--- src/rtl/bbr_pkg.sv ---
// Shared types and constants for the horizontal box blur row stream.
// Holds widths, the reciprocal table, the sequencer state type and control structs.
// No dependencies; compile first.
package bbr_pkg;

	// Kernel and pixel geometry
	localparam int MAX_RADIUS = 63;
	localparam int RADIUS_W   = 6;
	localparam int NUM_LANES  = 4;
	localparam int CH_W       = 8;
	localparam int PIX_W      = NUM_LANES * CH_W;

	// Arithmetic widths: 127 * 255 fits in 15 bits, reciprocal is Q24 in 25 bits
	localparam int SUM_W   = 15;
	localparam int RECIP_W = 25;
	localparam int FRAC_W  = 24;
	localparam int PROD_W  = SUM_W + RECIP_W;

	// Window memory and pixel count (count saturates at 2*MAX_RADIUS+1)
	localparam int COUNT_W   = RADIUS_W + 1;
	localparam int WIN_AW    = COUNT_W;
	localparam int WIN_DEPTH = 1 << WIN_AW;
	localparam logic [COUNT_W-1:0] COUNT_MAX = COUNT_W'(2 * MAX_RADIUS + 1);

	// floor(2^24 / (2r+1)) for r = 0..63, entry r at index r
	localparam logic [RECIP_W-1:0] ONE_Q24 = RECIP_W'(1) << FRAC_W;
	localparam logic [0:63][RECIP_W-1:0] RECIP_TAB = {
		RECIP_W'(ONE_Q24/1),   RECIP_W'(ONE_Q24/3),   RECIP_W'(ONE_Q24/5),
		RECIP_W'(ONE_Q24/7),   RECIP_W'(ONE_Q24/9),   RECIP_W'(ONE_Q24/11),
		RECIP_W'(ONE_Q24/13),  RECIP_W'(ONE_Q24/15),  RECIP_W'(ONE_Q24/17),
		RECIP_W'(ONE_Q24/19),  RECIP_W'(ONE_Q24/21),  RECIP_W'(ONE_Q24/23),
		RECIP_W'(ONE_Q24/25),  RECIP_W'(ONE_Q24/27),  RECIP_W'(ONE_Q24/29),
		RECIP_W'(ONE_Q24/31),  RECIP_W'(ONE_Q24/33),  RECIP_W'(ONE_Q24/35),
		RECIP_W'(ONE_Q24/37),  RECIP_W'(ONE_Q24/39),  RECIP_W'(ONE_Q24/41),
		RECIP_W'(ONE_Q24/43),  RECIP_W'(ONE_Q24/45),  RECIP_W'(ONE_Q24/47),
		RECIP_W'(ONE_Q24/49),  RECIP_W'(ONE_Q24/51),  RECIP_W'(ONE_Q24/53),
		RECIP_W'(ONE_Q24/55),  RECIP_W'(ONE_Q24/57),  RECIP_W'(ONE_Q24/59),
		RECIP_W'(ONE_Q24/61),  RECIP_W'(ONE_Q24/63),  RECIP_W'(ONE_Q24/65),
		RECIP_W'(ONE_Q24/67),  RECIP_W'(ONE_Q24/69),  RECIP_W'(ONE_Q24/71),
		RECIP_W'(ONE_Q24/73),  RECIP_W'(ONE_Q24/75),  RECIP_W'(ONE_Q24/77),
		RECIP_W'(ONE_Q24/79),  RECIP_W'(ONE_Q24/81),  RECIP_W'(ONE_Q24/83),
		RECIP_W'(ONE_Q24/85),  RECIP_W'(ONE_Q24/87),  RECIP_W'(ONE_Q24/89),
		RECIP_W'(ONE_Q24/91),  RECIP_W'(ONE_Q24/93),  RECIP_W'(ONE_Q24/95),
		RECIP_W'(ONE_Q24/97),  RECIP_W'(ONE_Q24/99),  RECIP_W'(ONE_Q24/101),
		RECIP_W'(ONE_Q24/103), RECIP_W'(ONE_Q24/105), RECIP_W'(ONE_Q24/107),
		RECIP_W'(ONE_Q24/109), RECIP_W'(ONE_Q24/111), RECIP_W'(ONE_Q24/113),
		RECIP_W'(ONE_Q24/115), RECIP_W'(ONE_Q24/117), RECIP_W'(ONE_Q24/119),
		RECIP_W'(ONE_Q24/121), RECIP_W'(ONE_Q24/123), RECIP_W'(ONE_Q24/125),
		RECIP_W'(ONE_Q24/127)
	};
	localparam logic [RADIUS_W-1:0] RADIUS_RESET = RADIUS_W'(1);

	// Sequencer states
	typedef enum logic [2:0] {
		ST_IDLE,
		ST_RUN,
		ST_DRAIN,
		ST_MUL,
		ST_PUSH
	} bbr_state_t;

	// Controls shared by all channel lanes
	typedef struct packed {
		logic clear;
		logic acc_en;
		logic mul_en;
	} lane_ctl_t;

	// Controls for the output merge register
	typedef struct packed {
		logic load;
		logic row_end;
		logic run_final;
	} merge_ctl_t;

endpackage

--- src/rtl/bbr_window.sv ---
// Circular pixel window: 128 x 32-bit memory, one write and one registered read per cycle.
// The write pointer marks the newest pixel. Depends on bbr_pkg.
module bbr_window (
	input  logic                       clk,
	input  logic                       arst_n,
	input  logic                       we,
	input  logic [bbr_pkg::PIX_W-1:0]  wdata,
	input  logic [bbr_pkg::WIN_AW-1:0] raddr,
	output logic [bbr_pkg::PIX_W-1:0]  rdata,
	output logic [bbr_pkg::WIN_AW-1:0] newest
);
	import bbr_pkg::*;

	logic [PIX_W-1:0]  mem [WIN_DEPTH];
	logic [WIN_AW-1:0] wp_q;
	logic [PIX_W-1:0]  rdata_q;

	// write pointer advances on every stored pixel
	always_ff @(posedge clk or negedge arst_n) begin
		if (!arst_n) begin
			wp_q <= '0;
		end else if (we) begin
			wp_q <= wp_q + WIN_AW'(1);
		end
	end

	// memory write and registered read
	always_ff @(posedge clk) begin
		if (we) begin
			mem[wp_q + WIN_AW'(1)] <= wdata;
		end
		rdata_q <= mem[raddr];
	end

	assign rdata  = rdata_q;
	assign newest = wp_q;

endmodule

--- config.mk ---
export PLATFORM = sky130hd
export DESIGN_NAME = bbr_window
export DESIGN_NICKNAME = d
export VERILOG_FILES = /design/src/rtl/bbr_pkg.sv /design/src/rtl/bbr_window.sv
export SDC_FILE = /design/constraint.sdc
export NUM_CORES = 2
export LEC_CHECK = 0
export CAP_MARGIN = 20
export CORE_MARGIN = 3
export CORE_UTILIZATION = 45
export CTS_CLUSTER_DIAMETER = 100
export DETAILED_ROUTE_END_ITERATION = 16
export DONT_BUFFER_PORTS = 1
export PLACE_DENSITY_LB_ADDON = 0.12
export SLEW_MARGIN = 10
export SYNTH_ARGS = -nofsm -noshare
export SYNTH_HDL_FRONTEND = slang
export SYNTH_SLANG_ARGS = --single-unit
--- constraint.sdc ---
create_clock -name clk -period 4.1 [get_ports clk]
set_clock_uncertainty 0.1 [all_clocks]
set_input_delay 0.205 -clock clk [delete_from_list [all_inputs] [get_ports clk]]
set_output_delay 0.205 -clock clk [all_outputs]
set_load 0.05 [all_outputs]
### Word level (Yosys, flattened, before mapping)

Memories as Yosys holds them, arrays and structs flattened. A register that Yosys moved wholly into a read port is not among the register bits.
Index checks and enable logic that the tools add are counted.

* add/subtract/negate cells: 1
* muxes and demuxes: 2

Operator list (number)
* 7-bit by 1-bit adder with 7-bit output (second input constant): 1
* 1-bit two-way mux: 2

* output and inout bits: 39
* bits in registers: 7
* memories: 1
* input port bits: 42
* logic and storage cells: 5
* memory bits (writable): 4096

Memory list
* mem: depth 128, width 32, read ports 1, clocked after memory_dff 1, wr ports 1, line bbr_window.sv:14 `logic [PIX_W-1:0] mem [WIN_DEPTH];`

### Longest topological paths before layout

* depth after elaboration: 2
* depth in mapped cells: 8
* gate-level depth less buffers: 5

### Worst setup path before layout

OpenSTA, ideal clock, no wires.

* kind: register to register
* from: reg wp_q[1], in the netlist newest[1]
* to: mem mem[44][0] (netlist bit) (enable)
* arrival: 4.387 ns
* stages on the path, launching flop included: 8
* period minus slack after synthesis: 4.948 ns
* required time: 3.539 ns
* slack: -0.848 ns
* library setup time: 0.461 ns
* cells stage by stage: dfrtp_1 ha_1 clkbuf_1 nand2_1 o21ai_0 o211ai_1 clkbuf_1 nor3_1

* word-level cells in the longest chain between the ends: 1

RTL lines
* start: declaration: line bbr_window.sv:15 `logic [WIN_AW-1:0] wp_q;`
* start signal: assignment: line bbr_window.sv:23 `wp_q <= wp_q + WIN_AW'(1);`
* 7-bit by 1-bit adder with 7-bit output: line bbr_window.sv:30 `mem[wp_q + WIN_AW'(1)] <= wdata;`
* end: declaration: line bbr_window.sv:14

Every way passes these cells.

==> results.cfg <==
[placement]
portBuffers = 0
dp_slack_ns = -1.465
dp_hpwl_um = 225100
gp_congestion = 0.8291

[outcome]
outcome = finished with violations
violations = setup timing

[synthesis]
synthDominantCellAreaShare = 0.7841
synth_warnings = 0
synthesis.nets = 6083
ys_ff_latch = 4135
synthAdderAreaFrac = 0.00007976
synth_top_family_by_area = multiplexers
ys_top_cells_by_area = edfxtp_1 78%, mux4_2 19%, clkbuf_1 0.47%
syn_avg_cell_area_um2 = 25.97
synth_area_um2 = 156900
synth_cell_type_count = 37
yosysTopAreaCell = edfxtp_1
synth_edf_count = 4096
synthSimpleGateAreaFrac = 0.004921
synthFlopType = edfxtp_1
ys_seq_area_frac = 0.7893
synthXorXnorAreaFrac = 0.0005025
synthCells = 6040
ys_async_sr_fraction = 0.001693
muxShareOfSynthArea = 0.1952
synth-compound-area-share = 0.0009970

[floorplan]
dieArea_um2 = 355700
core_um2 = 346700
initial_utilization = 0.4524
fp.dieH_um = 596.4
die_w_um = 596.4
io_pins = 81
row_count = 216

[sta]
tightest_slew_ns = 1.216
fin_crit_ns = 4.173
final.period_utilization = 1.018
rsz0062_at_grt = no
maxSlewHeadroom = 0.1879
setup_viol = 3
fmax_mhz = 239.6
final_max_slew_viol_count = 0
hold_violations = 0
worst_slack_ns = -0.07346

[layout]
final_cell_mix = 4096 x edfxtp_1, 1344 x mux4_2, 437 x clkbuf_16, 176 x buf_4, 102 x nor3_2
drive_gt1_frac = 0.3526
area_growth_pct = 15.01
fin_nets = 6517
post-route-util = 0.5203
fillers = 26295
final_common_cell = edfxtp_1

[worst_setup_path]
critical_path_class = primary input to flop
crit_chain = buf_16 > buf_16 > buf_16 > buf_16 > mux4_2 > mux4_2 > mux4_2 > mux2_2
path_max_fanout = 124
setup.worst_path.end_class = flop
cp-startpoint = raddr[2]
r2r_start = newest[0]
start_kind = primary input
crit_top_cell = buf_16
crit_slowest_cell = mux4_2
cpPeakStageDelay_ns = 0.65
required_ns = 4.84
worstPathArrival_ns = 4.91

[detailed_routing]
wl_per_cell_um = 38.32
totalWireLength_um = 437700
vias = 71052
drt_iter0_drc = 9156
drc = 0
final_antenna_net_count = 0
firstDrtPassIters = 5
viasPerCell = 6.220

[clock_tree]
cts_tree = built
clk_pin_slew_ns = 0.06
clock_sinks = 4135
htreeDepth = 5
clock_latency_ns = 0.95
cts_buffers = 430
cts_root_buf = clkbuf_16
post-cts-setup-buffer-count = 0
clock_path_buffers = 4

[global_route]
antenna_found_initial = 69
track_usage = 0.2458
grt_max_degree = 255
grt_pass1_vias = 71368
grt_overflow_total = 0
grt_first_pass_wirelength_um = 599100

[power]
peakVddDrop_v = 0.0004000
leakage_nw = 55.24
power.density_nw_per_um2 = 523.1

[worst_hold_path]
hp-class = primary input to flop
worstHoldStart = raddr[4]

[job]
drv_cap = 0
## metal layers
metal,vias up,wire length (um),track usage
li1,27589,-,-
met1,39911,179700,0.3564
met2,3020,207600,0.3829
met3,518,35450,0.04414
met4,14,14870,0.07820
met5,-,101,0
## synthesized netlist by cell type (5+ instances only)
cell type and number:
nor2_1 27, buf_2 89, buf_1 44, dfrtp_1 7, nand2_1 12, dfxtp_1 32
mux4_2 1344, clkbuf_1 198, xor2_1 5, nor3_1 106, mux2_2 32, edfxtp_1 4096
## through the flow
stage	hold slack, ns	instance area, um2	total power, mW	instances	TNS, ns
3_3_place_gp	-0.1885	164800	56.05	10528	-48.06
6_report	0.06226	180400	94.37	11423	-0.1124
4_1_cts	0.003309	180200	95.11	11393	0
3_5_place_dp	-0.1884	165000	56.14	10533	-44.92
5_1_grt	0.0003298	180400	97.12	11404	0
2_1_floorplan	-0.1906	156900	52.69	6040	-2717.96
## repair_timing
item | in CTS | in global routing
hold buffers | 78 | 0
gates resized for setup | 0 | 2
cloned | 4 | 4
endpoints found under the setup margin | 32 | 54
pin swaps | 0 | 0
endpoints found under the hold margin | 4337 | 0
## area by class of cell
cell class / count / area (um2) / share of cell area
Sequential cell: 4135 / 123800 / 0.6862
Multi-Input combinational cell: 1566 / 32440 / 0.1798
Clock buffer: 526 / 11220 / 0.06221
Tap cell: 4578 / 5728 / 0.03175
Timing Repair Buffer: 338 / 4659 / 0.02583
Clock inverter: 252 / 2481 / 0.01375
Antenna cell: 25 / 62.56 / 0.0003467
Inverter: 3 / 11.26 / 0.00006241
## registers in the layout, indices dropped and copies added (netlist names)
register  count
rdata        32
newest        7
mem        4096
## cells by family after synthesis
kind of cell / after synthesis
xor gates and xnor gates: 9
adders and majority gates: 1
and+or+nand+nor: 160
buffers and inverters: 339
muxes: 1376
AOI/OAI and AO/OA: 20
DFF: 4135
## where the power goes
| part | switching [mW] | internal [mW] |
|---|---|---|
| clock | 16.1 | 22.0 |
| sequential | 0.522 | 47.7 |
| combinational | 5.55 | 2.51 |
| total | 22.2 | 72.2 |
## path summary, 6_finish.rpt
path | to | slack [ns] | cells after the start
max | rdata[29] | -0.07 | 8
min | rdata[9] | 0.06 | 3
max reg2reg | mem[68][29] | 0.37 | 6
min reg2reg | newest[5] | 0.57 | 1
max in group asynchronous | newest[3] | 3.39 | 2
min in group asynchronous | newest[6] | 0.18 | 2
## worst max-delay path: cells and delay by family
family   cells  cell delay [ns]
mux          4             2.00
buf+inv      4             1.59
Note: power is estimated with default switching activity, not from simulation.
