File: src/rtl/bbr_pkg.sv
// Shared types and constants for the horizontal box blur row stream.
// Holds widths, the reciprocal table, the sequencer state type and control structs.
// No dependencies; compile first.
package bbr_pkg;

	// Kernel and pixel geometry
	localparam int MAX_RADIUS = 63;
	localparam int RADIUS_W   = 6;
	localparam int NUM_LANES  = 4;
	localparam int CH_W       = 8;
	localparam int PIX_W      = NUM_LANES * CH_W;

	// Arithmetic widths: 127 * 255 fits in 15 bits, reciprocal is Q24 in 25 bits
	localparam int SUM_W   = 15;
	localparam int RECIP_W = 25;
	localparam int FRAC_W  = 24;
	localparam int PROD_W  = SUM_W + RECIP_W;

	// Window memory and pixel count (count saturates at 2*MAX_RADIUS+1)
	localparam int COUNT_W   = RADIUS_W + 1;
	localparam int WIN_AW    = COUNT_W;
	localparam int WIN_DEPTH = 1 << WIN_AW;
	localparam logic [COUNT_W-1:0] COUNT_MAX = COUNT_W'(2 * MAX_RADIUS + 1);

	// floor(2^24 / (2r+1)) for r = 0..63, entry r at index r
	localparam logic [RECIP_W-1:0] ONE_Q24 = RECIP_W'(1) << FRAC_W;
	localparam logic [0:63][RECIP_W-1:0] RECIP_TAB = {
		RECIP_W'(ONE_Q24/1),   RECIP_W'(ONE_Q24/3),   RECIP_W'(ONE_Q24/5),
		RECIP_W'(ONE_Q24/7),   RECIP_W'(ONE_Q24/9),   RECIP_W'(ONE_Q24/11),
		RECIP_W'(ONE_Q24/13),  RECIP_W'(ONE_Q24/15),  RECIP_W'(ONE_Q24/17),
		RECIP_W'(ONE_Q24/19),  RECIP_W'(ONE_Q24/21),  RECIP_W'(ONE_Q24/23),
		RECIP_W'(ONE_Q24/25),  RECIP_W'(ONE_Q24/27),  RECIP_W'(ONE_Q24/29),
		RECIP_W'(ONE_Q24/31),  RECIP_W'(ONE_Q24/33),  RECIP_W'(ONE_Q24/35),
		RECIP_W'(ONE_Q24/37),  RECIP_W'(ONE_Q24/39),  RECIP_W'(ONE_Q24/41),
		RECIP_W'(ONE_Q24/43),  RECIP_W'(ONE_Q24/45),  RECIP_W'(ONE_Q24/47),
		RECIP_W'(ONE_Q24/49),  RECIP_W'(ONE_Q24/51),  RECIP_W'(ONE_Q24/53),
		RECIP_W'(ONE_Q24/55),  RECIP_W'(ONE_Q24/57),  RECIP_W'(ONE_Q24/59),
		RECIP_W'(ONE_Q24/61),  RECIP_W'(ONE_Q24/63),  RECIP_W'(ONE_Q24/65),
		RECIP_W'(ONE_Q24/67),  RECIP_W'(ONE_Q24/69),  RECIP_W'(ONE_Q24/71),
		RECIP_W'(ONE_Q24/73),  RECIP_W'(ONE_Q24/75),  RECIP_W'(ONE_Q24/77),
		RECIP_W'(ONE_Q24/79),  RECIP_W'(ONE_Q24/81),  RECIP_W'(ONE_Q24/83),
		RECIP_W'(ONE_Q24/85),  RECIP_W'(ONE_Q24/87),  RECIP_W'(ONE_Q24/89),
		RECIP_W'(ONE_Q24/91),  RECIP_W'(ONE_Q24/93),  RECIP_W'(ONE_Q24/95),
		RECIP_W'(ONE_Q24/97),  RECIP_W'(ONE_Q24/99),  RECIP_W'(ONE_Q24/101),
		RECIP_W'(ONE_Q24/103), RECIP_W'(ONE_Q24/105), RECIP_W'(ONE_Q24/107),
		RECIP_W'(ONE_Q24/109), RECIP_W'(ONE_Q24/111), RECIP_W'(ONE_Q24/113),
		RECIP_W'(ONE_Q24/115), RECIP_W'(ONE_Q24/117), RECIP_W'(ONE_Q24/119),
		RECIP_W'(ONE_Q24/121), RECIP_W'(ONE_Q24/123), RECIP_W'(ONE_Q24/125),
		RECIP_W'(ONE_Q24/127)
	};
	localparam logic [RADIUS_W-1:0] RADIUS_RESET = RADIUS_W'(1);

	// Sequencer states
	typedef enum logic [2:0] {
		ST_IDLE,
		ST_RUN,
		ST_DRAIN,
		ST_MUL,
		ST_PUSH
	} bbr_state_t;

	// Controls shared by all channel lanes
	typedef struct packed {
		logic clear;
		logic acc_en;
		logic mul_en;
	} lane_ctl_t;

	// Controls for the output merge register
	typedef struct packed {
		logic load;
		logic row_end;
		logic run_final;
	} merge_ctl_t;

endpackage

File: src/rtl/bbr_merge.sv
// Output merge: packs the four lane bytes into one pixel and holds it for the consumer.
// Frees as soon as the held item is taken. Depends on bbr_pkg.
module bbr_merge (
	input  logic                                        clk,
	input  logic                                        arst_n,
	input  bbr_pkg::merge_ctl_t                         ctl,
	input  logic [bbr_pkg::NUM_LANES-1:0][bbr_pkg::CH_W-1:0] lane_res,
	input  logic                                        out_stall,
	output logic                                        out_valid,
	output logic [bbr_pkg::PIX_W-1:0]                   blurred_pixel,
	output logic                                        row_end_out,
	output logic                                        run_final,
	output logic                                        free
);
	import bbr_pkg::*;

	logic             valid_q;
	logic [PIX_W-1:0] pix_q;
	logic             row_end_q;
	logic             final_q;

	assign free = !valid_q || !out_stall;

	// valid flag
	always_ff @(posedge clk or negedge arst_n) begin
		if (!arst_n) begin
			valid_q <= 1'b0;
		end else if (ctl.load) begin
			valid_q <= 1'b1;
		end else if (!out_stall) begin
			valid_q <= 1'b0;
		end
	end

	// payload
	always_ff @(posedge clk) begin
		if (ctl.load) begin
			pix_q     <= lane_res;
			row_end_q <= ctl.row_end;
			final_q   <= ctl.run_final;
		end
	end

	assign out_valid     = valid_q;
	assign blurred_pixel = pix_q;
	assign row_end_out   = row_end_q;
	assign run_final     = final_q;

endmodule

File: config.mk
export PLATFORM = sky130hd
export DESIGN_NAME = bbr_merge
export DESIGN_NICKNAME = d
export VERILOG_FILES = /design/src/rtl/bbr_pkg.sv /design/src/rtl/bbr_merge.sv
export SDC_FILE = /design/constraint.sdc
export NUM_CORES = 1
export LEC_CHECK = 0
export BUFFER_PORTS_ARGS = -buffer_cell sky130_fd_sc_hd__buf_4
export CAP_MARGIN = 10
export CORE_MARGIN = 3
export CORE_UTILIZATION = 35
export CTS_CLUSTER_DIAMETER = 150
export DETAILED_ROUTE_END_ITERATION = 10
export MAX_ROUTING_LAYER = met4
export PLACE_DENSITY = 0.72
export SKIP_LAST_GASP = 1
export SYNTH_ARGS = -nofsm -noshare
export SYNTH_HDL_FRONTEND = slang
export SYNTH_SLANG_ARGS = --single-unit
File: constraint.sdc
create_clock -name clk -period 0.8 [get_ports clk]
set_input_delay 0 -clock clk [delete_from_list [all_inputs] [get_ports clk]]
set_output_delay 0 -clock clk [all_outputs]
set_load 0.01 [all_outputs]
Yosys cells after proc, flatten, opt, wreduce, memory -nomap -nowiden. Cells that the tools add are included.

Bits of input ports: 38. Output and inout port bits: 36. Register bits: 35. Word-level logic and storage cells: 10.

Reduce and logical (&&, ||, !) cells: 3. Muxes and demuxes: 2. Equal/unequal tests: 1.

Operators by type and width (number): 1-bit zero test (2); 1-bit 2-to-1 mux (2); 2-bit inequality test, second input constant (1); 1-bit logical OR (1).

Logic depth before layout (Yosys ltp).
Depth in word-level cells: 2. Mapped depth: 1. Gate-level depth less buffers: 1.

Least setup slack after synthesis. Ideal clock, no wire load.

Path kind: flip-flop to flip-flop. Start point: register out_valid (netlist name). End point: register valid_q (netlist: out_valid). Clock period less this slack: 676 ps. Stages on the path, launching flop included: 2. Data arrival time: 558 ps. Setup time: 118 ps. Path slack: 124 ps. Required time: 682 ps. Buffers on the path: 0. Path through: dfrtp_1 -> a21o_1.

RTL lines: end signal: assignment (line bbr_merge.sv:27) `valid_q <= 1'b0;`; end signal: assignment (line bbr_merge.sv:29) `valid_q <= 1'b1;`; end signal: assignment (line bbr_merge.sv:31) `valid_q <= 1'b0;`; end: declaration (line bbr_merge.sv:17) `logic valid_q;`.

Worst setup path in the final report.
Start point: register valid_q (netlist: out_valid). End point: output free.

Word-level cells in the longest chain between the ends: 2.

RTL lines: 1-bit zero test (line bbr_merge.sv:22) `assign free = !valid_q || !out_stall;`; 1-bit logical OR (line bbr_merge.sv:22); end: declaration (line bbr_merge.sv:13) `output logic free`.

No other way between the ends.

==> impl_metrics.json <==
{
  "status": "finished, violations left",
  "violations_in_the_final_reports": "setup timing",
  "skew_ns": 0,
  "critical_path_peak_fanout": 3,
  "setup.worst_path.class": "flip-flop to output pin",
  "max-vdd-ir-drop_v": 0.00119,
  "slew_headroom": 0.710,
  "setup_repair_after_global_routing_missed_its_margin": "yes",
  "post_route_clock_period_utilization": 1.24,
  "p_leak_nw": 0.948,
  "dpl.cell_count": 141,
  "ys.flop_type": "edfxtp_1",
  "vertical_extent_of_the_die_um": 61.0,
  "hp-start": "ctl[2]",
  "synth_top_cell_area_share": 0.966,
  "drt_iter0_drc": 24,
  "antenna_violating_nets_post_route": 0,
  "buffer_ports.inserted": 73,
  "timing.hold.worst_endpoint": "row_end_out$_DFFE_PP_",
  "met2_wirelength_mm": 1.55,
  "post_synth_xor_area_fraction": 0,
  "globalRouteOverflowTotal": 0,
  "finish.instance_area_um2": 2220,
  "dpl-instance-area_um2": 1640,
  "setup_viol": 37,
  "clock.fmax_mhz": 1010,
  "synth_edf_count": 34,
  "r2r_setup_slack_ns": -0.06,
  "worstSetupStartpoint": "out_valid$_DFFE_PN0P_",
  "ys_seq_area_frac": 0.989,
  "warnings_from_yosys": 0,
  "syn_area_per_cell_um2": 28.6,
  "die_x_um": 61.0,
  "synth_fa_ha_area_frac": 0,
  "synth_cell_type_count": 4,
  "critical_path.endpoint_type": "output pin",
  "place.gp.congestion": 0.640,
  "core_area_um2": 2830,
  "cts_num_sinks": 35,
  "first_global_vias": 910,
  "worstHoldPathType": "primary input to flip-flop",
  "mappedNetlistNets": 75,
  "synth_simple_gate_area_frac": 0.00355,
  "clk_latency_ns": 0.34,
  "critical_path_depth": 2,
  "antenna_cells_inserted": 0,
  "timing.final.max_slew_violations": 0,
  "grt_antenna_before_repair": 0,
  "cts_tree": "built",
  "syn-instance-count": 37,
  "final_report_hold_violation_count": 0,
  "route.met3.wl_um": 337,
  "synth_top_cell_by_area": "edfxtp_1",
  "required_time_at_the_worst_slack_endpoint_ns": 0.80,
  "cts_buffer_depth": 2,
  "stage_delay_of_the_slowest_cell_on_the_critical_path_ns": 0.43,
  "synth-seq-cells": 35,
  "final_hold_slack_ns": 0.121,
  "critPathSlowestCell": "dfrtp_1",
  "routed_wirelength_mm": 3.01,
  "syn2layout_area_growth_pct": 110,
  "grt_start_max_net_pins": 36,
  "worstHoldPathCells": 1,
  "post_route_cells_drive_above_1_share": 0.526,
  "synth_async_sr_flop_share": 0.0286,
  "critical_path.cell_chain": "nand2_1 -> buf_4",
  "detail_route.wl_per_cell_um": 16.1,
  "post-route-drc-count": 0,
  "starting_density_of_the_core": 0.374,
  "fin_nets": 193,
  "post_synth_instance_area_um2": 1060,
  "ctsRootBufferMaster": "clkbuf_4",
  "postLayoutSetupSlackWorst_ns": -0.190,
  "synth_compound_gate_area_share": 0.00710,
  "floorplan_row_count": 19,
  "yosys-top-cells-area": "edfxtp_1 97%, dfrtp_1 2.4%, a21o_1 0.71%, nand2_1 0.36%",
  "critPathLaunchType": "flip-flop",
  "critical_path_arrival_ns": 0.99,
  "vias": 822,
  "nFillCells": 161,
  "ctsHtreeMaxLevel": 2,
  "m1WireLength_mm": 1.04,
  "ioPinCount": 74,
  "cts_buffers": 5,
  "top_layer": "met4",
  "critPathBufInv": 1,
  "regToRegEndpoint": "out_valid$_DFFE_PN0P_",
  "synth_mux_area_frac": 0,
  "post-route-min-period_ns": 0.990,
  "rr_worst_depth": 2,
  "drt-vias-per-instance": 4.40,
  "clk_transition_reported_paths_ns": 0.11,
  "yosys-top-cells-count": "34 x edfxtp_1, 1 x a21o_1, 1 x dfrtp_1, 1 x nand2_1",
  "timing_worst_slew_pin_value_ns": 0.434,
  "grt_usage": 0.174,
  "layout.cells.non_filler": 187,
  "max_cap_viol_count": 0,
  "die-area_um2": 3720,
  "drt_first_pass_iters": 4,
  "synthMostInstantiatedCell": "edfxtp_1",
  "r2r_start": "out_valid$_DFFE_PN0P_",
  "power_per_cell_area_nw_per_um2": 1910,
  "main_combinational_cell_family_by_area_after_synthesis": "compound AO/OA/AOI/OAI gates",
  "grt_pass1_wl_mm": 4.13,
  "critPathTopFamily": "flip-flops"
}
cell families (layout without fill, tap and decap cells):
| logic type | count (synthesis) | after routing |
|---|---|---|
| simple gates | 1 | 1 |
| compound gates | 1 | 1 |
| buf+inv | 0 | 119 |
| flops | 35 | 35 |
per-layer routing:
layer,vias up,track usage
met4,0,0.0650
li1,383,-
met1,374,0.165
met2,55,0.278
met5,-,-
met3,10,0.117
worst max path at each step:
stage,end
finish,free
global placement,blurred_pixel[26]$_DFFE_PP_
detailed placement,blurred_pixel[29]$_DFFE_PP_
global route,free
CTS,free
floorplan,out_valid$_DFFE_PN0P_
flip-flops by register name (all words and copies together) (netlist names):
register       cells
blurred_pixel     32
out_valid          1
row_end_out        1
run_final          1
power breakdown:
| part | total, mW | internal, mW | leakage (nW) | switching, mW |
|---|---|---|---|---|
| sequential | 2.24 | 2.17 | 0.344 | 0.0686 |
| clock | 1.30 | 0.739 | 0.0482 | 0.562 |
| combinational | 0.705 | 0.473 | 0.556 | 0.231 |
layout by cell type (no fill, tap or decap):
cell type	count
dfrtp_1	1
a21o_1	1
dlygate4sd3_1	37
buf_6	31
bufinv_16	1
edfxtp_1	34
clkinv_2	1
clkbuf_8	1
clkbuf_4	5
buf_4	43
nand2_1	1
through the flow:
stage,power [mW],setup slack (ns),TNS [ns],util
after floorplan,2.34,0.124,0,-
after global placement,2.71,0.0842,0,0.581
after detailed placement,2.72,0.0644,0,0.581
after CTS,4.20,-0.140,-2.55,0.765
after global routing,4.42,-0.243,-4.55,0.786
final,4.25,-0.190,-2.56,0.786
area by class of cell:
| cell class | instances | area (um^2) | area share |
|---|---|---|---|
| timing repair buffer | 111 | 1040 | 0.469 |
| sequential | 35 | 1050 | 0.470 |
| clock inverter | 2 | 35.0 | 0.0157 |
| tap | 31 | 38.8 | 0.0174 |
| clock buffer | 6 | 51.3 | 0.0231 |
| multi-input combinational | 2 | 11.3 | 0.00506 |
timing repair:
| item | in CTS | in global routing |
|---|---|---|
| buffers inserted | 0 | 1 |
| hold buffers | 37 | 0 |
| hold endpoints to repair | 36 | 0 |
| setup endpoints to repair | 36 | 36 |
| gates resized for setup | 17 | 14 |
(Power assumes the default switching activity.)
