==> src/rtl/bbr_pkg.sv <==
// Shared types and constants for the horizontal box blur row stream.
// Holds widths, the reciprocal table, the sequencer state type and control structs.
// No dependencies; compile first.
package bbr_pkg;

	// Kernel and pixel geometry
	localparam int MAX_RADIUS = 63;
	localparam int RADIUS_W   = 6;
	localparam int NUM_LANES  = 4;
	localparam int CH_W       = 8;
	localparam int PIX_W      = NUM_LANES * CH_W;

	// Arithmetic widths: 127 * 255 fits in 15 bits, reciprocal is Q24 in 25 bits
	localparam int SUM_W   = 15;
	localparam int RECIP_W = 25;
	localparam int FRAC_W  = 24;
	localparam int PROD_W  = SUM_W + RECIP_W;

	// Window memory and pixel count (count saturates at 2*MAX_RADIUS+1)
	localparam int COUNT_W   = RADIUS_W + 1;
	localparam int WIN_AW    = COUNT_W;
	localparam int WIN_DEPTH = 1 << WIN_AW;
	localparam logic [COUNT_W-1:0] COUNT_MAX = COUNT_W'(2 * MAX_RADIUS + 1);

	// floor(2^24 / (2r+1)) for r = 0..63, entry r at index r
	localparam logic [RECIP_W-1:0] ONE_Q24 = RECIP_W'(1) << FRAC_W;
	localparam logic [0:63][RECIP_W-1:0] RECIP_TAB = {
		RECIP_W'(ONE_Q24/1),   RECIP_W'(ONE_Q24/3),   RECIP_W'(ONE_Q24/5),
		RECIP_W'(ONE_Q24/7),   RECIP_W'(ONE_Q24/9),   RECIP_W'(ONE_Q24/11),
		RECIP_W'(ONE_Q24/13),  RECIP_W'(ONE_Q24/15),  RECIP_W'(ONE_Q24/17),
		RECIP_W'(ONE_Q24/19),  RECIP_W'(ONE_Q24/21),  RECIP_W'(ONE_Q24/23),
		RECIP_W'(ONE_Q24/25),  RECIP_W'(ONE_Q24/27),  RECIP_W'(ONE_Q24/29),
		RECIP_W'(ONE_Q24/31),  RECIP_W'(ONE_Q24/33),  RECIP_W'(ONE_Q24/35),
		RECIP_W'(ONE_Q24/37),  RECIP_W'(ONE_Q24/39),  RECIP_W'(ONE_Q24/41),
		RECIP_W'(ONE_Q24/43),  RECIP_W'(ONE_Q24/45),  RECIP_W'(ONE_Q24/47),
		RECIP_W'(ONE_Q24/49),  RECIP_W'(ONE_Q24/51),  RECIP_W'(ONE_Q24/53),
		RECIP_W'(ONE_Q24/55),  RECIP_W'(ONE_Q24/57),  RECIP_W'(ONE_Q24/59),
		RECIP_W'(ONE_Q24/61),  RECIP_W'(ONE_Q24/63),  RECIP_W'(ONE_Q24/65),
		RECIP_W'(ONE_Q24/67),  RECIP_W'(ONE_Q24/69),  RECIP_W'(ONE_Q24/71),
		RECIP_W'(ONE_Q24/73),  RECIP_W'(ONE_Q24/75),  RECIP_W'(ONE_Q24/77),
		RECIP_W'(ONE_Q24/79),  RECIP_W'(ONE_Q24/81),  RECIP_W'(ONE_Q24/83),
		RECIP_W'(ONE_Q24/85),  RECIP_W'(ONE_Q24/87),  RECIP_W'(ONE_Q24/89),
		RECIP_W'(ONE_Q24/91),  RECIP_W'(ONE_Q24/93),  RECIP_W'(ONE_Q24/95),
		RECIP_W'(ONE_Q24/97),  RECIP_W'(ONE_Q24/99),  RECIP_W'(ONE_Q24/101),
		RECIP_W'(ONE_Q24/103), RECIP_W'(ONE_Q24/105), RECIP_W'(ONE_Q24/107),
		RECIP_W'(ONE_Q24/109), RECIP_W'(ONE_Q24/111), RECIP_W'(ONE_Q24/113),
		RECIP_W'(ONE_Q24/115), RECIP_W'(ONE_Q24/117), RECIP_W'(ONE_Q24/119),
		RECIP_W'(ONE_Q24/121), RECIP_W'(ONE_Q24/123), RECIP_W'(ONE_Q24/125),
		RECIP_W'(ONE_Q24/127)
	};
	localparam logic [RADIUS_W-1:0] RADIUS_RESET = RADIUS_W'(1);

	// Sequencer states
	typedef enum logic [2:0] {
		ST_IDLE,
		ST_RUN,
		ST_DRAIN,
		ST_MUL,
		ST_PUSH
	} bbr_state_t;

	// Controls shared by all channel lanes
	typedef struct packed {
		logic clear;
		logic acc_en;
		logic mul_en;
	} lane_ctl_t;

	// Controls for the output merge register
	typedef struct packed {
		logic load;
		logic row_end;
		logic run_final;
	} merge_ctl_t;

endpackage

==> src/rtl/bbr_lane.sv <==
// One channel lane: accumulates window bytes, then scales by the Q24 reciprocal.
// Result is (sum * recip) >> 24, low byte. Depends on bbr_pkg.
module bbr_lane (
	input  logic                        clk,
	input  logic                        arst_n,
	input  bbr_pkg::lane_ctl_t          ctl,
	input  logic [bbr_pkg::CH_W-1:0]    pix,
	input  logic [bbr_pkg::RECIP_W-1:0] recip,
	output logic [bbr_pkg::CH_W-1:0]    res
);
	import bbr_pkg::*;

	logic [SUM_W-1:0]  acc_q;
	logic [CH_W-1:0]   res_q;
	logic [PROD_W-1:0] prod;

	// window sum
	always_ff @(posedge clk or negedge arst_n) begin
		if (!arst_n) begin
			acc_q <= '0;
		end else if (ctl.clear) begin
			acc_q <= '0;
		end else if (ctl.acc_en) begin
			acc_q <= acc_q + SUM_W'(pix);
		end
	end

	// scale: one 15x25 multiply, registered
	assign prod = PROD_W'(acc_q) * PROD_W'(recip);

	always_ff @(posedge clk) begin
		if (ctl.mul_en) begin
			res_q <= prod[FRAC_W +: CH_W];
		end
	end

	assign res = res_q;

endmodule

==> config.mk <==
export PLATFORM = sky130hd
export DESIGN_NAME = bbr_lane
export DESIGN_NICKNAME = d
export VERILOG_FILES = /design/src/rtl/bbr_pkg.sv /design/src/rtl/bbr_lane.sv
export SDC_FILE = /design/constraint.sdc
export NUM_CORES = 1
export LEC_CHECK = 0
export BUFFER_PORTS_ARGS = -buffer_cell sky130_fd_sc_hd__buf_2
export CAP_MARGIN = 30
export CORE_MARGIN = 2
export CORE_UTILIZATION = 40
export DETAILED_ROUTE_END_ITERATION = 10
export GPL_TIMING_DRIVEN = 0
export PLACE_DENSITY = 0.68
export RECOVER_POWER = 50
export SYNTH_ARGS = -nofsm -noshare
export SYNTH_HDL_FRONTEND = slang
export SYNTH_SLANG_ARGS = --single-unit
==> constraint.sdc <==
create_clock -name clk -period 17.7 [get_ports clk]
set_input_delay 3.54 -clock clk [delete_from_list [all_inputs] [get_ports clk]]
set_output_delay 3.54 -clock clk [all_outputs]
set_load 0.02 [all_outputs]
Word level (Yosys, flattened, before mapping). Index checks and enable logic that the tools add are counted.

Add/subtract/negate cells: 1. $mul: 1. Muxes and demuxes: 2. Reduce and logical (&&, ||, !) cells: 1.

Operators by type and width (number): multiplier 15 x 25 -> 32 bit (1); two-way mux 15 bit (2); adder 15 x 8 -> 15 bit (1); nonzero test 2 bit (1).

Flip-flop bits (word level): 23. Bits of input ports: 38. Logic and storage cells: 7.

Longest topological paths before layout. Gate-level depths: netlist (run 1).

Depth in word-level cells: 3. Gate-level depth with buffers: 22.

Worst setup path after synthesis (run 1). No wires, ideal clock.

Path kind: input -> register. From: input recip[10] (netlist name). To: register res_q[6], in the netlist res[6], data pin. Library setup time: 265 ps. Data arrival time: 8553 ps. Required time: 17435 ps. Path slack: 8883 ps. Stages: 20. Buffers on the path: 1. Cells stage by stage: clkbuf_1 -> and2_1 -> fa_1 -> inv_1 -> fa_1 -> inv_1 -> fa_1 -> fa_1 -> fa_1 -> inv_1 -> fa_1 -> inv_1 -> ha_1 -> a2111oi_2 -> o21ai_1 -> a311oi_2 -> o21ai_2 -> a21oi_2 -> a22oi_1 -> xor2_1.

Longest elaborated chain between the ends: 1.

RTL lines: start, declared (line bbr_lane.sv:8) `input logic [bbr_pkg::RECIP_W-1:0] recip,`; multiplier 15 x 25 -> 32 bit (line bbr_lane.sv:29) `assign prod = PROD_W'(acc_q) * PROD_W'(recip);`; named net prod[30] (line bbr_lane.sv:15) `logic [PROD_W-1:0] prod;`; end signal, assigned (line bbr_lane.sv:33) `res_q <= prod[FRAC_W +: CH_W];`; end, declared (line bbr_lane.sv:14) `logic [CH_W-1:0] res_q;`.

The timed path passes the listed nets, and every way through them passes these cells. A chain may end at the register's enable or synchronous reset.

Worst setup path after layout (run 1).
From: input recip[13] (netlist name). To: register res_q[4], in the netlist res[4], data pin.

The elaborated chain is that of the path after synthesis.

==> results of run 1 <==
critical path, delay by kind of cell:
kind | cells | cell delay (ns)
adders and majority gates | 7 | 3.35
AOI/OAI and AO/OA | 4 | 1.55
buffers and inverters | 6 | 0.73
and+or+nand+nor | 3 | 0.68
xor gates and xnor gates | 1 | 0.14
flip-flops by register name (all words and copies together), names as in the netlist:
name / flops
res: 8
acc_q: 15
layer usage:
metal / vias to the layer above / GRT usage / wire (µm)
met4: 0 / 0.0759 / 1150
met5: - / 0 / 0
met1: 4208 / 0.292 / 12200
met3: 76 / 0.0342 / 2330
met2: 339 / 0.365 / 13900
li1: 3629 / - / -
cells in the mapped netlist (2+ instances only):
library cell / count / area (µm²)
a21o_1: 5 / 37.5
dfrtp_1: 15 / 375
mux2i_1: 7 / 70.1
xnor2_1: 29 / 254
inv_1: 289 / 1080
nor2b_1: 3 / 18.8
and3_1: 2 / 12.5
nor4_1: 2 / 12.5
a21oi_1: 16 / 80.1
o21bai_1: 5 / 37.5
and2_1: 199 / 1240
fa_1: 271 / 5430
xor2_1: 5 / 43.8
nand4_1: 6 / 37.5
nand2_1: 154 / 578
nand2b_1: 3 / 18.8
nor3_2: 2 / 20.0
or3_1: 3 / 18.8
edfxtp_1: 8 / 240
o21ai_0: 16 / 80.1
nand3_1: 7 / 35.0
nor2_1: 18 / 67.6
a211oi_1: 5 / 37.5
ha_1: 74 / 926
clkbuf_1: 59 / 221
o211ai_1: 3 / 22.5
final cells by class:
type / instances / area, µm² / area share
multi-input combinational: 849 / 9220 / 0.774
inverter: 289 / 1080 / 0.0911
sequential: 23 / 616 / 0.0517
tap: 378 / 473 / 0.0397
buffer: 60 / 225 / 0.0189
timing repair buffer: 43 / 208 / 0.0174
clock buffer: 3 / 75.1 / 0.00630
clock inverter: 1 / 6.26 / 0.000525
antenna: 1 / 2.50 / 0.000210
per-stage QoR:
| step | total power, mW | worst slack (ns) |
|---|---|---|
| after global routing | 0.910 | 7.48 |
| after detailed placement | 0.745 | 7.45 |
| after global placement | 0.721 | 7.56 |
| after CTS | 0.807 | 7.73 |
| after floorplan | 0.565 | 8.88 |
| final | 0.796 | 7.72 |
worst max-delay path by stage:
| stage | start | end | slack (ns) | depth (start not counted) |
|---|---|---|---|---|
| after floorplan | recip[10] | res[6] | 8.88 | 20 |
| after global placement | recip[13] | res[4] | 7.56 | 21 |
| after detailed placement | recip[13] | res[4] | 7.45 | 21 |
| after CTS | recip[13] | res[4] | 7.73 | 21 |
| after global routing | recip[13] | res[4] | 7.48 | 21 |
| final | recip[13] | res[4] | 7.72 | 21 |
power breakdown:
group / internal (mW) / switching (mW) / leakage [nW]
Clock: 0.0309 / 0.0233 / 0.0414
Sequential: 0.0716 / 0.00980 / 0.284
Combinational: 0.261 / 0.399 / 5.51
kinds of logic (layout without fill, tap and decap cells):
group                      count (synthesis)  in the layout
xor gates and xnor gates                  34             34
AOI/OAI and AO/OA                         61             61
and+or+nand+nor                          402            402
muxes                                      7              7
DFF                                       23             23
adders and majority gates                345            345
buffers and inverters                    349            396
other                                      0              1
==> results by group, run 1 <==
Outcome
  – Status: complete, no violations

Route
  – TritonRoute pass-1 iters: 5
  – Avg Vias per Cell: ~5
  – 1st-iter DRT viols: about 500
  – Wirelength per Cell: about 18 µm
  – Routed wire length: just under 30,000 µm
  – Via count: around 8,300
  – Post-route DRC violation count: 0
  – Antenna-violating nets left: 0

Yosys
  – Most used DFF post-synth: dfrtp_1
  – Compound-Gate Fraction of Synth Area: 0.0373
  – Part of the Yosys area used for sequential elements: 0.0552
  – Adder-cell share of the synthesized area: 0.570
  – Largest family of logic cells by synthesized area: adder cells
  – Synth Cell Area: 11,100 µm²
  – Avg Cell Area, Syn: 9.13 µm²
  – Synth Area in Simple Gates: 0.187
  – Fraction of registers with async set/reset: 0.652
  – Synth Area in XOR/XNOR: 0.0267
  – Mapped Cells: 1,221
  – Post-synth EDFFs: 8
  – Register bit total from synthesis: 23
  – Synth warn: 0
  – Synth cell types: 41
  – Syn Nets: around 1,600
  – Mux share of post-synthesis cell area: 0.00629

Timing
  – Hold Vio Cnt, Final: 0
  – Final hold slack: around 0.63 ns
  – Final setup vio count: 0
  – Final Max Tran Viols: 0
  – RSZ-0062 raised after global routing: false
  – Fin crit period: 9.98 ns
  – Fin crit share: 0.564
  – FMAX: between 0.1 and 0.15 GHz
  – Setup TNS: 0 ns
  – Worst clock skew: around 0.0032 ns
  – Worst rel slew slack: 0.346
  – Actual slew at the worst max-slew pin: between 0.9 and 1 ns

Critical path
  – Slowest CP cell: o31ai_1
  – FF-to-FF path depth: 20
  – Capture point of the worst reg-to-reg path: res[4]
  – CP max stage delay: 0.79 ns
  – Critical Path RT: around 18 ns
  – Critical path, cell by cell: buf_2 > clkbuf_1 > and2_1 > fa_1 > inv_1 > fa_1 > inv_1 > fa_1 > fa_1 > fa_1 > inv_1 > fa_1 > inv_1 > ha_1 > a21oi_1 > nor2_1 > o31ai_1 > o21ai_0 > nor3_2 > o21bai_1 > xor2_1
  – Origin of the critical flop-to-flop path: acc_q[7]
  – CP startpoint kind: input port
  – Arr. time, crit path: 10.00 ns
  – Most frequent CP cell: fa_1
  – Worst Setup Path Type: in2reg
  – CP Max Fanout: 10
  – Crit end category: register
  – R2R Setup Slk: around 10 ns

Final layout
  – NumNets Final: approximately 1,700
  – Fill cells: around 2,700
  – Fin cells: around 1,600
  – Fin util: 0.431
  – Layout cell share with drive strength beyond 1: 0.0379
  – Commonest non-fill, non-tap cells in the layout: inv_1 (289), fa_1 (271), and2_1 (199)
  – Commonest non-fill, non-tap cell in the layout: inv_1
  – Syn-to-layout area delta: 6.86%
  – Cell area after layout: roughly 12,000 µm²

Power and ir drop
  – Pwr Density: between 60 and 70 nW/µm²
  – Worst vdd ir: ~0.067 mV
  – Leak Pwr: 5.84 nW

Floorplanning
  – Full die area: 29,200 µm²
  – IO Count: 46
  – DIE HEIGHT: between 150 and 200 µm
  – # rows: 61
  – Die W: approximately 170 µm
  – Core Region: about 28,000 µm²
  – Initial Utilization: 0.403

CTS
  – CTS H-tree lvls: 1
  – Hold-fix buffer count after cts: 0
  – CTS Buffer Depth: 2
  – Resize count post-CTS: 0
  – Clock root buffer: clkbuf_16
  – Clock Sinks: 23
  – CTS tree: done
  – TritonCTS buffer count: 3
  – Clock latency on the worst-skew pair: between 0.2 and 0.3 ns
  – Worst-path clk slew: 0.07 ns
  – Setup Fix Bufs, Post-CTS: 0

Place
  – DP Cell Count: 1,642
  – Detailed Place HPWL: around 25,000 µm
  – RePlAce Congestion: about 0.93
  – Port Buffers: 43
  – Dpl cell area: between 10,000 and 15,000 µm²

Worst hold path
  – Hold Crit Class: reg2reg
  – WHS Path Cells: 2
  – Hold Path End: acc_q[12]
  – HP Start: acc_q[12]

GRT
  – Vias in the first global route: around 9,100
  – Pin count of the biggest net entering global routing: 16
  – GRT Total Usage: 0.219
  – Grt ovf: 0
  – Initial antenna violation count: 1
  – First-pass GRT wire length: about 49,000 µm

Run
  – Max_cap viols: 0
Note: power is estimated with default switching activity, not from simulation.
==> inputs of run 2 (changes only) <==
--- a/config.mk
+++ b/config.mk
@@ -11,7 +11,7 @@
 export CORE_UTILIZATION = 40
 export DETAILED_ROUTE_END_ITERATION = 10
 export GPL_TIMING_DRIVEN = 0
-export PLACE_DENSITY = 0.68
+export PLACE_DENSITY = 0.7
 export RECOVER_POWER = 50
 export SYNTH_ARGS = -nofsm -noshare
 export SYNTH_HDL_FRONTEND = slang
==> constraint.sdc (replaced) <==
create_clock -name clk -period 8.5 [get_ports clk]
set_input_delay 1.7 -clock clk [delete_from_list [all_inputs] [get_ports clk]]
set_output_delay 1.7 -clock clk [all_outputs]
set_load 0.02 [all_outputs]
==> results by group, run 2 (same netlist as run 1, synthesis figures left out) <==
Outcome
  – Status: complete, no violations

Route
  – 1st-iter DRT viols: ~490
  – Post-route DRC violation count: 0
  – Antenna-violating nets left: 0
  – Via count: 8,189
  – Routed wire length: roughly 29,000 µm
  – Wirelength per Cell: about 18 µm
  – TritonRoute pass-1 iters: 5
  – Avg Vias per Cell: between 4 and 5

Timing
  – Final setup vio count: 0
  – Hold Vio Cnt, Final: 0
  – Fin crit period: roughly 8 ns
  – Fin crit share: 0.951
  – RSZ-0062 raised after global routing: false
  – Final Max Tran Viols: 0
  – Setup TNS: 0 ns
  – Worst rel slew slack: 0.412
  – Worst clock skew: 0.00229 ns
  – FMAX: ~0.12 GHz
  – Actual slew at the worst max-slew pin: about 0.9 ns

CTS
  – Clock latency on the worst-skew pair: around 0.27 ns
  – CTS Buffer Depth: 2
  – Setup Fix Bufs, Post-CTS: 0
  – TritonCTS buffer count: 3
  – CTS tree: done
  – Worst-path clk slew: 0.07 ns
  – CTS H-tree lvls: 1
  – Clock Sinks: 23
  – Clock root buffer: clkbuf_16
  – Resize count post-CTS: 0
  – Hold-fix buffer count after cts: 0

GRT
  – Grt ovf: 0
  – Vias in the first global route: 9,096
  – First-pass GRT wire length: about 48,000 µm
  – Pin count of the biggest net entering global routing: 16
  – Initial antenna violation count: 2
  – GRT Total Usage: 0.215

Final layout
  – Reg with most FFs: acc_q
  – Largest register FFs: 15
  – Syn-to-layout area delta: 6.90%
  – Fin cells: around 1,600
  – Commonest non-fill, non-tap cells in the layout: inv_1 (289), fa_1 (271), and2_1 (199)
  – Layout cell share with drive strength beyond 1: 0.0386
  – Fin util: 0.431
  – Commonest non-fill, non-tap cell in the layout: inv_1
  – NumNets Final: about 1,700

Place
  – DP Cell Count: between 1,500 and 2,000
  – Detailed Place HPWL: 24,500 µm
  – Port Buffers: between 40 and 50
  – RePlAce Congestion: 0.943

Floorplanning
  – # rows: between 60 and 70
  – DIE HEIGHT: 171 µm
  – Core Region: between 20,000 and 30,000 µm²
  – Full die area: roughly 29,000 µm²
  – Die W: about 170 µm
  – IO Count: 46
  – Initial Utilization: 0.403

Run
  – Max_cap viols: 0

Critical path
  – Arr. time, crit path: ~8 ns
  – Critical path, cell by cell: buf_2 > clkbuf_1 > nand2_1 > fa_1 > fa_1 > inv_1 > fa_1 > fa_1 > fa_1 > inv_1 > fa_1 > inv_1 > ha_1 > a211oi_1 > nor2_1 > a211oi_1 > o21ai_2 > a21oi_2 > a22oi_1 > xor2_1
  – CP max stage delay: approximately 0.71 ns
  – Worst Setup Path Type: in2reg
  – Most frequent CP cell: fa_1
  – Slowest CP cell: a211oi_1
  – Crit path from: recip[15]
  – CP Max Fanout: 10
  – CP startpoint kind: input port
  – Critical Path RT: 8.51 ns
  – Origin of the critical flop-to-flop path: acc_q[7]
  – Crit end category: register

Power and ir drop
  – Logic pwr share: 0.829
  – Switch Pwr: roughly 0.89 mW
  – Pint: 0.754 mW
  – Leak Pwr: ~5.8 nW
  – Seq pwr share: 0.103
  – Pwr Density: around 140 nW/µm²
  – Clock Power Share: 0.068
  – Switching share of power: 0.541
  – Worst vdd ir: 0.138 mV

Worst hold path
  – HP Start: acc_q[12]
  – Hold Crit Class: reg2reg
-- run 2: cell count changes in the layout (fill, tap and decap cells not counted) --
cell / change
buf_2: +1
-- run 2: final timing paths --
kind                                  end  cells after the start  slack, ns
worst min-delay path            acc_q[12]                      2       0.65
worst max-delay path               res[6]                     20       0.42
max in group asynchronous        acc_q[4]                      1       6.47
worst max register to register     res[6]                     20       1.08
worst min register to register  acc_q[12]                      2       0.65
min in group asynchronous        acc_q[7]                      1       1.51
-- run 2: power groups by stage --
| stage | sequential, mW | combinational [mW] | clock, mW |
|---|---|---|---|
| 6_report | 0.170 | 1.36 | 0.112 |
| 5_1_grt | 0.172 | 1.60 | 0.116 |
| 4_1_cts | 0.169 | 1.38 | 0.113 |
| 3_5_place_dp | 0.171 | 1.38 | 0 |
| 3_3_place_gp | 0.171 | 1.33 | 0 |
| 2_1_floorplan | 0.184 | 0.992 | 0 |
-- run 2: cell type report --
type | instances | area, µm²
fill | 2732 | 15700
buffer | 60 | 225
inverter | 289 | 1080
sequential | 23 | 616
tap | 378 | 473
clock inverter | 1 | 6.26
multi-input combinational | 849 | 9220
antenna | 1 | 2.50
clock buffer | 3 | 75.1
timing repair buffer | 44 | 213
-- run 2: metal layers --
metal / vias to the layer above / part of all wire / wire length (µm) / track usage
met3: 65 / 0.078 / 2250 / 0.0497
met5: - / 0 / 0 / 0
met2: 285 / 0.46 / 13300 / 0.344
met4: 0 / 0.041 / 1170 / 0.0774
met1: 4204 / 0.42 / 12200 / 0.285
li1: 3635 / - / - / -
-- run 2: worst max-delay path, delay by kind of cell --
family	cells	cell delay, ns
AOI/OAI and AO/OA	5	1.82
xor gates and xnor gates	1	0.16
adders and majority gates	7	3.28
buffers and inverters	5	0.82
and+or+nand+nor	2	0.29
-- run 2: stage by stage --
stage               hold WS (ns)  total power [mW]  cell area [µm²]  worst slack [ns]
finish                     0.652              1.64            11900             0.419
global route               0.677              1.89            11900             0.212
CTS                        0.648              1.67            11900             0.468
detailed placement         0.633              1.55            11800             0.203
global placement           0.611              1.50            11800             0.256
floorplan                  0.570              1.18            11100              1.52
==> inputs of run 3 (changes only) <==
--- a/config.mk
+++ b/config.mk
@@ -5,9 +5,10 @@
 export SDC_FILE = /design/constraint.sdc
 export NUM_CORES = 1
 export LEC_CHECK = 0
+export ABC_AREA = 1
 export BUFFER_PORTS_ARGS = -buffer_cell sky130_fd_sc_hd__buf_2
 export CAP_MARGIN = 30
-export CORE_MARGIN = 2
+export CORE_MARGIN = 10
 export CORE_UTILIZATION = 40
 export DETAILED_ROUTE_END_ITERATION = 10
 export GPL_TIMING_DRIVEN = 0
==> results by group, run 3 <==
Power and ir drop
  – Final Total Pwr: 2.64 mW
  – Switching share of power: 0.605
  – Clock Power Share: 0.045
  – Switch Pwr: between 1.5 and 2 mW
  – Pwr Density: 201 nW/µm²
  – Leak Pwr: 8.11 nW
  – Logic pwr share: 0.891
  – Worst vdd ir: between 0.15 and 0.2 mV
  – Seq pwr share: 0.064
  – Pint: 1.04 mW

CTS
  – Resize count post-CTS: 0
  – CTS tree: done
  – CTS H-tree lvls: 1
  – Clock Sinks: 23
  – Setup Fix Bufs, Post-CTS: 0
  – CTS Buffer Depth: 2
  – Hold-fix buffer count after cts: 0
  – Clock latency on the worst-skew pair: 0.29 ns
  – Worst-path clk slew: ~0.08 ns
  – TritonCTS buffer count: 3
  – Clock root buffer: clkbuf_16

GRT
  – Initial antenna violation count: 1
  – GRT Total Usage: 0.192
  – Vias in the first global route: 11,100
  – First-pass GRT wire length: between 50,000 and 60,000 µm
  – Grt ovf: 0
  – Pin count of the biggest net entering global routing: 16

Final layout
  – Largest register FFs: 15
  – Fill cells: approximately 3,200
  – Commonest non-fill, non-tap cell in the layout: inv_1
  – Reg with most FFs: acc_q
  – ANT cells: 0
  – Layout cell share with drive strength beyond 1: 0.0403
  – Commonest non-fill, non-tap cells in the layout: inv_1 (552), nand2_1 (514), fa_1 (271)
  – Syn-to-layout area delta: 6.27%
  – NumNets Final: roughly 2,100

Route
  – Avg Vias per Cell: approximately 5.0
  – Antenna-violating nets left: 0
  – 1st-iter DRT viols: between 800 and 900
  – Via count: between 10,000 and 15,000
  – Post-route DRC violation count: 0
  – Routed wire length: ~36,000 µm
  – Wirelength per Cell: about 17 µm
  – TritonRoute pass-1 iters: 6

Critical path
  – Crit path from: recip[9]
  – Capture point of the worst reg-to-reg path: res[7]
  – Critical Path Sink: res[7]
  – FF-to-FF path depth: 23
  – Crit end category: register
  – Origin of the critical flop-to-flop path: acc_q[6]
  – Arr. time, crit path: 7.30 ns
  – R2R Setup Slk: approximately 1.6 ns
  – CP Max Fanout: 10
  – CP startpoint kind: input port
  – Critical Path RT: approximately 8.5 ns
  – Worst Setup Path Type: in2reg

Floorplanning
  – DIE HEIGHT: slightly below 200 µm
  – Core Region: a little over 30,000 µm²
  – IO Count: 46
  – Full die area: around 38,000 µm²
  – Die W: a little under 200 µm
  – # rows: between 60 and 70
  – Initial Utilization: 0.404

Yosys
  – Synth top area share: 0.439
  – Synth cell count leaders: inv_1 (552), nand2_1 (514), fa_1 (271)
  – Synth Cell Area: 12,400 µm²
  – Synth cell types: 38
  – Synth warn: 0
  – Part of the Yosys area used for sequential elements: 0.0498
  – Avg Cell Area, Syn: ~7 µm²
  – Fraction of registers with async set/reset: 0.652
  – Most numerous cell in the Yosys netlist: inv_1
  – Top post-synthesis cells by area: fa_1 (44%), inv_1 (17%), nand2_1 (16%)
  – Syn Nets: approximately 2,100
  – Register bit total from synthesis: 23
  – Most used DFF post-synth: dfrtp_1
  – Mapped Cells: 1,716
  – Dominant cell type by area after synthesis: fa_1
  – Post-synth EDFFs: 8

Timing
  – RSZ-0062 raised after global routing: false
  – Fin crit share: 0.854
  – FMAX: 0.138 GHz
  – Worst rel slew slack: 0.383
  – Actual slew at the worst max-slew pin: just over 0.9 ns
  – Worst clock skew: ~0.0064 ns
  – Final setup vio count: 0
  – Setup TNS: 0 ns
  – Final hold slack: 0.622 ns
  – Final Max Tran Viols: 0
  – Fin crit period: 7.26 ns
  – Hold Vio Cnt, Final: 0

Outcome
  – Status: complete, no violations

Run
  – Max_cap viols: 0

Worst hold path
  – Hold Crit Class: reg2reg

Place
  – RePlAce Congestion: between 0.9 and 1
  – Port Buffers: about 40
  – Detailed Place HPWL: ~30,000 µm
## run 3: changes by cell type in the layout (fill, tap and decap cells not counted), moves of 7 or more
cell	delta
nand2_1	+360
inv_1	+263
and2_1	-199
nand3_1	+35
nor2_1	+28
xnor2_1	-26
a21oi_1	+19
nor3_1	+9
buf_2	+7
mux2i_1	-7
o21ai_0	+7
## run 3: worst min path at each step
| stage | slack [ns] | depth (start not counted) | endpoint | startpoint |
|---|---|---|---|---|
| floorplan | 0.58 | 3 | acc_q[13] | acc_q[13] |
| global placement | 0.60 | 3 | acc_q[0] | acc_q[0] |
| detailed placement | 0.61 | 3 | acc_q[0] | acc_q[0] |
| CTS | 0.63 | 3 | acc_q[0] | acc_q[0] |
| global route | 0.68 | 3 | acc_q[0] | acc_q[0] |
| finish | 0.62 | 3 | acc_q[0] | acc_q[0] |
## run 3: metrics by stage
stage | std cells | utilization | worst slack [ns] | area, µm²
after floorplan | 1716 | - | 1.85 | 12400
after global placement | 2153 | 0.427 | 1.06 | 13100
after detailed placement | 2153 | 0.427 | 0.992 | 13100
after CTS | 2157 | 0.430 | 1.28 | 13200
after global routing | 2157 | 0.430 | 0.974 | 13100
final | 2157 | 0.430 | 1.24 | 13100
## run 3: worst max-delay path, cell delays in order
cell and delay [ns]:
buf_2 0.20, clkbuf_1 0.49, nand2_1 0.18, fa_1 0.58, inv_1 0.06, fa_1 0.58
fa_1 0.47, fa_1 0.47, fa_1 0.49, inv_1 0.05, fa_1 0.54, inv_1 0.06
ha_1 0.32, a21oi_1 0.21, o21ai_0 0.15, nand2_1 0.09, nand2_1 0.04, nand2_1 0.06
nand2_1 0.04, a21oi_1 0.26, clkinv_1 0.11, nand2_1 0.07, nand2_1 0.06
## run 3: power by group through the flow
stage / registers (mW) / logic, mW / clock network [mW]
after floorplan: 0.194 / 1.66 / 0
after global placement: 0.169 / 2.32 / 0
after CTS: 0.168 / 2.37 / 0.123
final: 0.168 / 2.35 / 0.120
after detailed placement: 0.170 / 2.35 / 0
after global routing: 0.171 / 2.72 / 0.123
## run 3: final cells by class
type,count,area [µm²],area share
buffer,71,285,0.0217
clock buffer,3,75.1,0.00571
clock inverter,1,6.26,0.000476
inverter,555,2080,0.158
multi-input combinational,1067,9380,0.714
sequential,23,616,0.0468
tap,396,495,0.0377
timing repair buffer,41,200,0.0152
## run 3: kinds of logic after synthesis
family	count (synthesis)	synth area share
flip-flops	23	0.0498
buffers and inverters	626	0.192
AND/OR/NAND/NOR	640	0.208
XOR/XNOR	4	0.00283
AO/OA/AOI/OAI	78	0.0343
adder cells (fa/ha/maj)	345	0.513
## run 3: metal layers
metal / GRT usage / part of all wire
met1: 0.244 / 0.40
met2: 0.318 / 0.47
met3: 0.0285 / 0.090
met4: 0.0798 / 0.040
met5: 0 / 0
